File: src/rtl/core/fixed_point_alu_top_assert.svh
// Assertion macros shared by the fixed-point ALU RTL.
`ifndef FIXED_POINT_ALU_TOP_ASSERT_SVH
`define FIXED_POINT_ALU_TOP_ASSERT_SVH

// Check a property on every clock edge outside reset.
`define FPA_ASSERT(label, prop, msg) \
	label: assert property (@(posedge clk) disable iff (!arst_n) (prop)) else $error(msg);

// Check that a condition in one cycle implies another in the next cycle.
`define FPA_ASSERT_NEXT(label, ante, cons, msg) \
	label: assert property (@(posedge clk) disable iff (!arst_n) (ante) |=> (cons)) \
		else $error(msg);

`endif

File: src/rtl/core/fpa_pkg.sv
// Shared operation codes and control types for the fixed-point ALU.
`timescale 1ns / 1ps

package fpa_pkg;

	localparam int CMD_W = 3;

	localparam logic [CMD_W-1:0] CMD_NEG = 3'd0;
	localparam logic [CMD_W-1:0] CMD_ADD = 3'd1;
	localparam logic [CMD_W-1:0] CMD_SUB = 3'd2;
	localparam logic [CMD_W-1:0] CMD_INC = 3'd3;
	localparam logic [CMD_W-1:0] CMD_DEC = 3'd4;
	localparam logic [CMD_W-1:0] CMD_MUL = 3'd5;
	localparam logic [CMD_W-1:0] CMD_DIV = 3'd6;

	// Control bits that travel alongside each word through the pipeline
	typedef struct packed {
		logic valid;
		logic is_div;
		logic dz;
		logic neg;
	} fpa_ctl_t;

endpackage

File: src/rtl/core/fpa_front.sv
// First stage: simple operations, multiply and divider operand setup.
`timescale 1ns / 1ps

module fpa_front #(
	parameter int WIDTH     = 16,
	parameter int FRAC_BITS = 8
) (
	input  logic                           clk,
	input  logic                           arst_n,
	input  logic                           adv,
	input  logic                           valid,
	input  logic [fpa_pkg::CMD_W-1:0]      cmd,
	input  logic signed [WIDTH-1:0]        operand_a,
	input  logic signed [WIDTH-1:0]        operand_b,
	output fpa_pkg::fpa_ctl_t              ctl_s1,
	output logic [WIDTH-1:0]               early_s1,
	output logic [WIDTH+FRAC_BITS-1:0]     num_s1,
	output logic [WIDTH-1:0]               den_s1
);

	localparam int PW = 2 * WIDTH;
	localparam int DW = WIDTH + FRAC_BITS;

	logic signed [PW-1:0]  prod;
	logic signed [PW-1:0]  prod_sh;
	logic [WIDTH-1:0]      early;
	logic [WIDTH-1:0]      abs_a;
	logic [WIDTH-1:0]      abs_b;
	logic                  is_div;

	// Form the full product and drop the fraction bits with sign fill
	assign prod    = PW'(operand_a) * PW'(operand_b);
	assign prod_sh = prod >>> FRAC_BITS;

	// Pick the result of every operation that needs no divider
	always_comb begin
		unique case (cmd)
			fpa_pkg::CMD_NEG: early = WIDTH'(0) - operand_a;
			fpa_pkg::CMD_ADD: early = operand_a + operand_b;
			fpa_pkg::CMD_SUB: early = operand_a - operand_b;
			fpa_pkg::CMD_INC: early = operand_a + WIDTH'(1);
			fpa_pkg::CMD_DEC: early = operand_a - WIDTH'(1);
			fpa_pkg::CMD_MUL: early = prod_sh[WIDTH-1:0];
			default:          early = '0;
		endcase
	end

	// Divide on magnitudes, fix the sign at the end
	assign abs_a  = operand_a[WIDTH-1] ? WIDTH'(0) - operand_a : operand_a;
	assign abs_b  = operand_b[WIDTH-1] ? WIDTH'(0) - operand_b : operand_b;
	assign is_div = (cmd == fpa_pkg::CMD_DIV);

	// Advance the valid and control bits
	always_ff @(posedge clk or negedge arst_n) begin
		if (!arst_n) begin
			ctl_s1 <= '0;
		end else if (adv) begin
			ctl_s1.valid  <= valid;
			ctl_s1.is_div <= is_div;
			ctl_s1.dz     <= is_div && (operand_b == '0);
			ctl_s1.neg    <= operand_a[WIDTH-1] ^ operand_b[WIDTH-1];
		end
	end

	// Capture the word
	always_ff @(posedge clk) begin
		if (adv) begin
			early_s1      <= early;
			num_s1        <= DW'(abs_a) << FRAC_BITS;
			den_s1        <= abs_b;
		end
	end

endmodule

File: src/rtl/core/fpa_div_step.sv
// One restoring-division stage: resolves one quotient bit per word.
`timescale 1ns / 1ps

module fpa_div_step #(
	parameter int WIDTH = 16,
	parameter int DW    = 24
) (
	input  logic                 clk,
	input  logic                 arst_n,
	input  logic                 adv,
	input  fpa_pkg::fpa_ctl_t    ctl,
	input  logic [WIDTH-1:0]     early,
	input  logic [WIDTH-1:0]     rem,
	input  logic [DW-1:0]        qd,
	input  logic [WIDTH-1:0]     den,
	output fpa_pkg::fpa_ctl_t    ctl_sn,
	output logic [WIDTH-1:0]     early_sn,
	output logic [WIDTH-1:0]     rem_sn,
	output logic [DW-1:0]        qd_sn,
	output logic [WIDTH-1:0]     den_sn
);

	logic [WIDTH:0]   trial;
	logic [WIDTH:0]   diff;
	logic             ge;

	// Bring down the next dividend bit and try the subtract
	assign trial = {rem, qd[DW-1]};
	assign diff  = trial - {1'b0, den};
	assign ge    = (trial >= {1'b0, den});

	// Advance the valid and control bits
	always_ff @(posedge clk or negedge arst_n) begin
		if (!arst_n) begin
			ctl_sn <= '0;
		end else if (adv) begin
			ctl_sn <= ctl;
		end
	end

	// Shift the quotient bit in where the dividend bit left
	always_ff @(posedge clk) begin
		if (adv) begin
			early_sn      <= early;
			rem_sn        <= ge ? diff[WIDTH-1:0] : trial[WIDTH-1:0];
			qd_sn         <= {qd[DW-2:0], ge};
			den_sn        <= den;
		end
	end

endmodule

File: src/rtl/core/fixed_point_alu_top.sv
// Top level of the pipelined Q-format fixed-point ALU.
//
//   channel | handshake          | payload
//   --------+--------------------+-------------------------------
//   input   | in_valid, in_stall | cmd, operand_a, operand_b
//   output  | out_valid,out_stall| result, divide_by_zero
//
// One word enters per cycle while the output is not stalled.
// The depth is set by the restoring divider, one quotient bit per stage,
// with one setup stage ahead of it and the output register behind it.
// Reset clears only the valid and control bits; data registers load freely.
// A stalled output word freezes the whole pipeline, so nothing is lost.
`timescale 1ns / 1ps

module fixed_point_alu_top #(
	parameter int WIDTH     = 16,
	parameter int FRAC_BITS = 8
) (
	input  logic                       clk,
	input  logic                       arst_n,
	input  logic                       in_valid,
	output logic                       in_stall,
	input  logic [fpa_pkg::CMD_W-1:0]  cmd,
	input  logic signed [WIDTH-1:0]    operand_a,
	input  logic signed [WIDTH-1:0]    operand_b,
	output logic                       out_valid,
	input  logic                       out_stall,
	output logic signed [WIDTH-1:0]    result,
	output logic                       divide_by_zero
);

	localparam int DW = WIDTH + FRAC_BITS;

	fpa_pkg::fpa_ctl_t     ctl_c   [0:DW];
	logic [WIDTH-1:0]      early_c [0:DW];
	logic [WIDTH-1:0]      rem_c   [0:DW];
	logic [DW-1:0]         qd_c    [0:DW];
	logic [WIDTH-1:0]      den_c   [0:DW];

	logic                  adv;
	logic [WIDTH-1:0]      quo;
	logic [WIDTH-1:0]      div_res;
	logic [WIDTH-1:0]      res;
	logic                  out_valid_q;
	logic [WIDTH-1:0]      result_q;
	logic                  divide_by_zero_q;

	// Move the pipeline unless the output word is held
	assign adv      = !(out_valid_q && out_stall);
	assign in_stall = !adv;

	fpa_front #(
		.WIDTH     (WIDTH),
		.FRAC_BITS (FRAC_BITS)
	) u_front (
		.clk       (clk),
		.arst_n    (arst_n),
		.adv       (adv),
		.valid     (in_valid),
		.cmd       (cmd),
		.operand_a (operand_a),
		.operand_b (operand_b),
		.ctl_s1    (ctl_c[0]),
		.early_s1  (early_c[0]),
		.num_s1    (qd_c[0]),
		.den_s1    (den_c[0])
	);

	assign rem_c[0] = '0;

	// Divider chain, one quotient bit per stage
	for (genvar i = 0; i < DW; i++) begin : g_div
		fpa_div_step #(
			.WIDTH (WIDTH),
			.DW    (DW)
		) u_step (
			.clk      (clk),
			.arst_n   (arst_n),
			.adv      (adv),
			.ctl      (ctl_c[i]),
			.early    (early_c[i]),
			.rem      (rem_c[i]),
			.qd       (qd_c[i]),
			.den      (den_c[i]),
			.ctl_sn   (ctl_c[i+1]),
			.early_sn (early_c[i+1]),
			.rem_sn   (rem_c[i+1]),
			.qd_sn    (qd_c[i+1]),
			.den_sn   (den_c[i+1])
		);
	end

	// Restore the quotient sign and pick the final word
	assign quo     = qd_c[DW][WIDTH-1:0];
	assign div_res = ctl_c[DW].neg ? WIDTH'(0) - quo : quo;
	assign res     = ctl_c[DW].is_div ? (ctl_c[DW].dz ? '0 : div_res) : early_c[DW];

	// Hold the output word until taken
	always_ff @(posedge clk or negedge arst_n) begin
		if (!arst_n) begin
			out_valid_q <= 1'b0;
		end else if (adv) begin
			out_valid_q <= ctl_c[DW].valid;
		end
	end

	always_ff @(posedge clk) begin
		if (adv) begin
			result_q         <= res;
			divide_by_zero_q <= ctl_c[DW].dz;
		end
	end

	assign out_valid      = out_valid_q;
	assign result         = result_q;
	assign divide_by_zero = divide_by_zero_q;

`include "fixed_point_alu_top_assert.svh"

	`FPA_ASSERT(a_dz_zero, (out_valid && divide_by_zero) |-> (result == '0), "flagged word not zero")
	`FPA_ASSERT_NEXT(a_chain_hold, in_stall, $stable(qd_c[DW]) && $stable(ctl_c[DW]), "chain moved in stall")
	`FPA_ASSERT(a_valid_rise, $rose(out_valid) |-> $past(adv), "output rose without advance")

endmodule
File: config.mk
export PLATFORM = sky130hd
export DESIGN_NAME = fixed_point_alu_top
export DESIGN_NICKNAME = d
export VERILOG_FILES = /design/src/rtl/core/fpa_pkg.sv /design/src/rtl/core/fpa_front.sv /design/src/rtl/core/fpa_div_step.sv /design/src/rtl/core/fixed_point_alu_top.sv
export VERILOG_INCLUDE_DIRS = /design/src /design/src/rtl/core
export SDC_FILE = /design/constraint.sdc
export NUM_CORES = 2
export LEC_CHECK = 0
export ABC_AREA = 1
export BUFFER_PORTS_ARGS = -buffer_cell sky130_fd_sc_hd__buf_2
export CAP_MARGIN = 10
export CELL_PAD_IN_SITES_DETAIL_PLACEMENT = 0
export CELL_PAD_IN_SITES_GLOBAL_PLACEMENT = 1
export CORE_MARGIN = 5
export CORE_UTILIZATION = 47
export DETAILED_ROUTE_END_ITERATION = 6
export GPL_TIMING_DRIVEN = 1
export MAX_ROUTING_LAYER = met4
export PLACE_DENSITY_LB_ADDON = 0.1
export SLEW_MARGIN = 30
export SYNTH_ARGS = -nofsm -noshare
export SYNTH_HDL_FRONTEND = slang
export SYNTH_HIERARCHICAL = 1
export SYNTH_SLANG_ARGS = --single-unit
File: constraint.sdc
create_clock -name clk -period 52.7 [get_ports clk]
set_input_delay 7.905 -clock clk [delete_from_list [all_inputs] [get_ports clk]]
set_output_delay 7.905 -clock clk [all_outputs]
set_load 0.05 [all_outputs]
**Yosys cells after proc, flatten, opt, wreduce, memory -nomap -nowiden**

Cells that the tools add are included.

- Add/subtract/negate cells: 30
- Equality and inequality tests: 6
- Multiply operators: 1
- Reductions and logical operators: 4
- Mux-type cells: 29
- Magnitude comparators: 24
- Bitwise operators: 1

Operators with widths:

| operator | number |
|---|---|
| two-way mux 16 bit | 25 |
| >= comparator 17 x 16 -> 1 bit | 23 |
| subtractor 16 bit | 23 |
| case mux 16 bit (6 select lines) | 1 |
| subtractor 1 x 16 -> 16 bit, first input constant | 3 |
| two-way mux 15 bit | 2 |
| multiplier 16 x 16 -> 24 bit | 1 |
| adder 16 bit | 1 |
| adder 16 x 2 -> 16 bit, second input constant | 1 |
| >= comparator 1 x 16 -> 1 bit | 1 |
| logical NOT 16 bit | 1 |
| subtractor 1 x 16 -> 16 bit | 1 |
| subtractor 16 x 2 -> 16 bit, second input constant | 1 |
| == test 3 bit, second input constant | 3 |
| == test 3 x 2 -> 1 bit, second input constant | 2 |
| == test 3 x 1 -> 1 bit, second input constant | 1 |
| logical NOT 3 bit | 1 |
| logical AND 1 bit | 2 |
| two-way mux 1 bit | 1 |
| bitwise XOR 1 bit | 1 |

- Input bits: 39
- Logic and storage cells: 305
- Register bits: 1634
- Output and inout port bits: 19

**Longest topological paths before layout**

- Depth in word-level cells: 4
- Gate-level depth with buffers: 30
- Gate-level depth less buffers: 28

**Hierarchy**

The synthesis kept the hierarchy.

Modules (own cells, without submodules):

| module | cells each | area an instance (µm²) | times used |
|---|---|---|---|
| fpa_div_step at g_div[0].u_step ... | 347 | 3649.8 | 21 |
| fpa_front | 1658 | 12283.0 | 1 |
| fpa_div_step at g_div[18].u_step ... | 355 | 3687.3 | 2 |
| fpa_div_step at g_div[1].u_step | 359 | 3754.9 | 1 |
| fixed_point_alu_top | 154 | 1198.6 | 1 |

**Worst setup path after synthesis**

OpenSTA, ideal clock, no wires.

- Path kind: input -> output
- Start: in out_stall
- End: out in_stall
- Stages on the path: 2
- Buffers on the path: 0
- Slack: -15354 ps
- Arrival time: 60149 ps
- Cells stage by stage: nand2_1 > inv_1

- Longest elaborated chain between the ends: 1

Ends and longest elaborated chain:

| what | RTL line | source |
|---|---|---|
| start: declaration | fixed_point_alu_top.sv:27 | `input logic out_stall,` |
| logical AND 1 bit | fixed_point_alu_top.sv:49 | `assign adv = !(out_valid_q && out_stall);` |
| end: declaration | fixed_point_alu_top.sv:22 | `output logic in_stall,` |

Every way passes these cells.

**Final worst setup path**

Same ends and word-level chain as after synthesis.

==> results.ini <==
[floorplanning]
initial_utilization=0.473
die_y_um=459
io_pins=58
die-area_um2=210000
core_um2=200000
num_rows=164
die_w_um=459

[detailed_routing]
wl_um=233000
via_count=62306
antenna_left=0
wl_met1_um=99100
drt-pass1-iter-count=5
drc=0
avgRoutedWirePerCell_um=18.3
drt-initial-drc-count=3956
via_per_inst=4.88
highest_layer=met4
wl_met2_um=122000
met3_length_um=6540

[global_route]
antenna_found_initial=3
overflow=0
track_usage=0.227
grt_max_degree=194
grt_pass1_wl_um=359000
first_global_vias=61675

[run]
cap_violations=0

[sta]
drv_slew=0
hold_viol=0
maxSlewHeadroom=0.364
fin_crit_ps=16890
finalCritPeriodShare=0.321
grt_setup_unrepaired=false
setup_viol=0
setup_tns_ps=0
fmax_mhz=59.2
fin_skew_ps=63.3
worst_slew_pin_slew_ps=954
whs_ps=382

[worst_setup_path]
worstSetupStartpointType=input port
critPathArrivalTime_ps=8990
path_class=input port to primary output
r2r_end=g_div[17].u_step/early_sn[13]$_DFFE_PP_
worst-path-max-fanout=105
cp.required_ps=44790
crit-reg2reg-launch=out_valid$_DFFE_PN0N_
cp-end-kind=primary output
worstRegToRegCells=7
r2r_setup_slack_ps=47680

[clock_network]
cts.path.max_buffers=3
cts.sinks=1698
clk_latency_ps=850
cts_post_setup_buffers_inserted=0
numCtsBuffers=180
post_cts_resized=0
cts_root_buf=clkbuf_16
cts_tree=built
hold_buffers=0
h-tree-depth=4
path_clk_slew_ps=60

[worst_hold_path]
hp-start=g_div[16].u_step/qd_sn[3]$_DFFE_PP_
hold_class=flip-flop to flip-flop
hold_end=g_div[17].u_step/qd_sn[4]$_DFFE_PP_
holdPathStages=0

[placed_design]
dp_hpwl_um=180000
port_buffers=57
gp_congestion=0.878
place_area_um2=97300

[final_layout]
layout-drive-gt1-share=0.0837
final_area_um2=103000
syn_to_final_growth_pct=9.31
post-route-util=0.517
final_nets=10681
fillers=18347

[synth]
avgSynthCellArea_um2=9.65
synth_warnings=6
postSynthCellCount=9810
synth_area_um2=94600

[outcome]
status=finished clean

==> flip-flops by register name (all words and copies together) (netlist names) <==
name	cells
u_front/den_s1	16
g_div.u_step/den_sn	368
u_front/num_s1	16
u_front/early_s1	16
out_valid	1
g_div.u_step/qd_sn	412
g_div.u_step/ctl_sn	96
result	16
u_front/ctl_s1	4
divide_by_zero	1
g_div.u_step/early_sn	384
g_div.u_step/rem_sn	368
==> stage by stage <==
stage / cells / setup slack (ps)
2_1_floorplan: 9849 / 10480
3_3_place_gp: 12431 / 35740
3_5_place_dp: 12431 / 35770
4_1_cts: 12760 / 35770
5_1_grt: 12764 / 35670
6_report: 12766 / 35810
==> critical path: stages <==
cell and delay (ps):
buf_2 130, nand2_8 580, inv_1 120, buf_2 250
==> layer usage <==
metal	up-vias	GRT usage
met5	-	-
met4	0	0.0602
met3	314	0.0238
met2	971	0.409
met1	29321	0.274
li1	31700	-
==> layout make-up <==
cell class                 instances  area (um^2)  area share
sequential                      1698        50500       0.488
multi-input combinational       6133        36000       0.348
inverter                        1866         7010      0.0678
clock buffer                     217         4700      0.0454
tap                             2656         3320      0.0321
clock inverter                   112         1330      0.0128
timing repair buffer              81          606     0.00585
antenna                            3         7.51   0.0000726
==> worst max path at each step <==
stage,cells after the start,from,slack [ps],end
floorplan,2,out_stall,10480,in_stall
global placement,4,out_stall,35740,in_stall
detailed placement,4,out_stall,35770,in_stall
CTS,4,out_stall,35770,in_stall
global route,4,out_stall,35670,in_stall
finish,4,out_stall,35810,in_stall
==> cell usage in the layout, fill, tap and decap left out, types with 14 or more instances in the layout <==
cell type / instances
nor3_1: 40
and2_1: 106
nand3_2: 108
dfrtp_1: 101
edfxtp_1: 1597
nand2_1: 3143
inv_2: 36
or2_1: 22
clkinv_2: 16
nand4_1: 126
buf_2: 56
clkinv_1: 37
xor2_1: 133
nand2_2: 140
a21oi_1: 262
nor2_1: 362
o21ai_0: 102
clkbuf_16: 182
nor2_2: 72
nand3_1: 463
clkbuf_1: 34
clkinvlp_4: 14
o21bai_1: 24
fa_1: 210
conb_1: 41
mux2_2: 96
xnor2_1: 30
bufinv_16: 16
nand3b_1: 76
inv_1: 1826
ha_1: 472
Power is left out: the tool's default activity adds up to more than one toggle a clock period on the data nets, which glitch-free logic cannot reach.
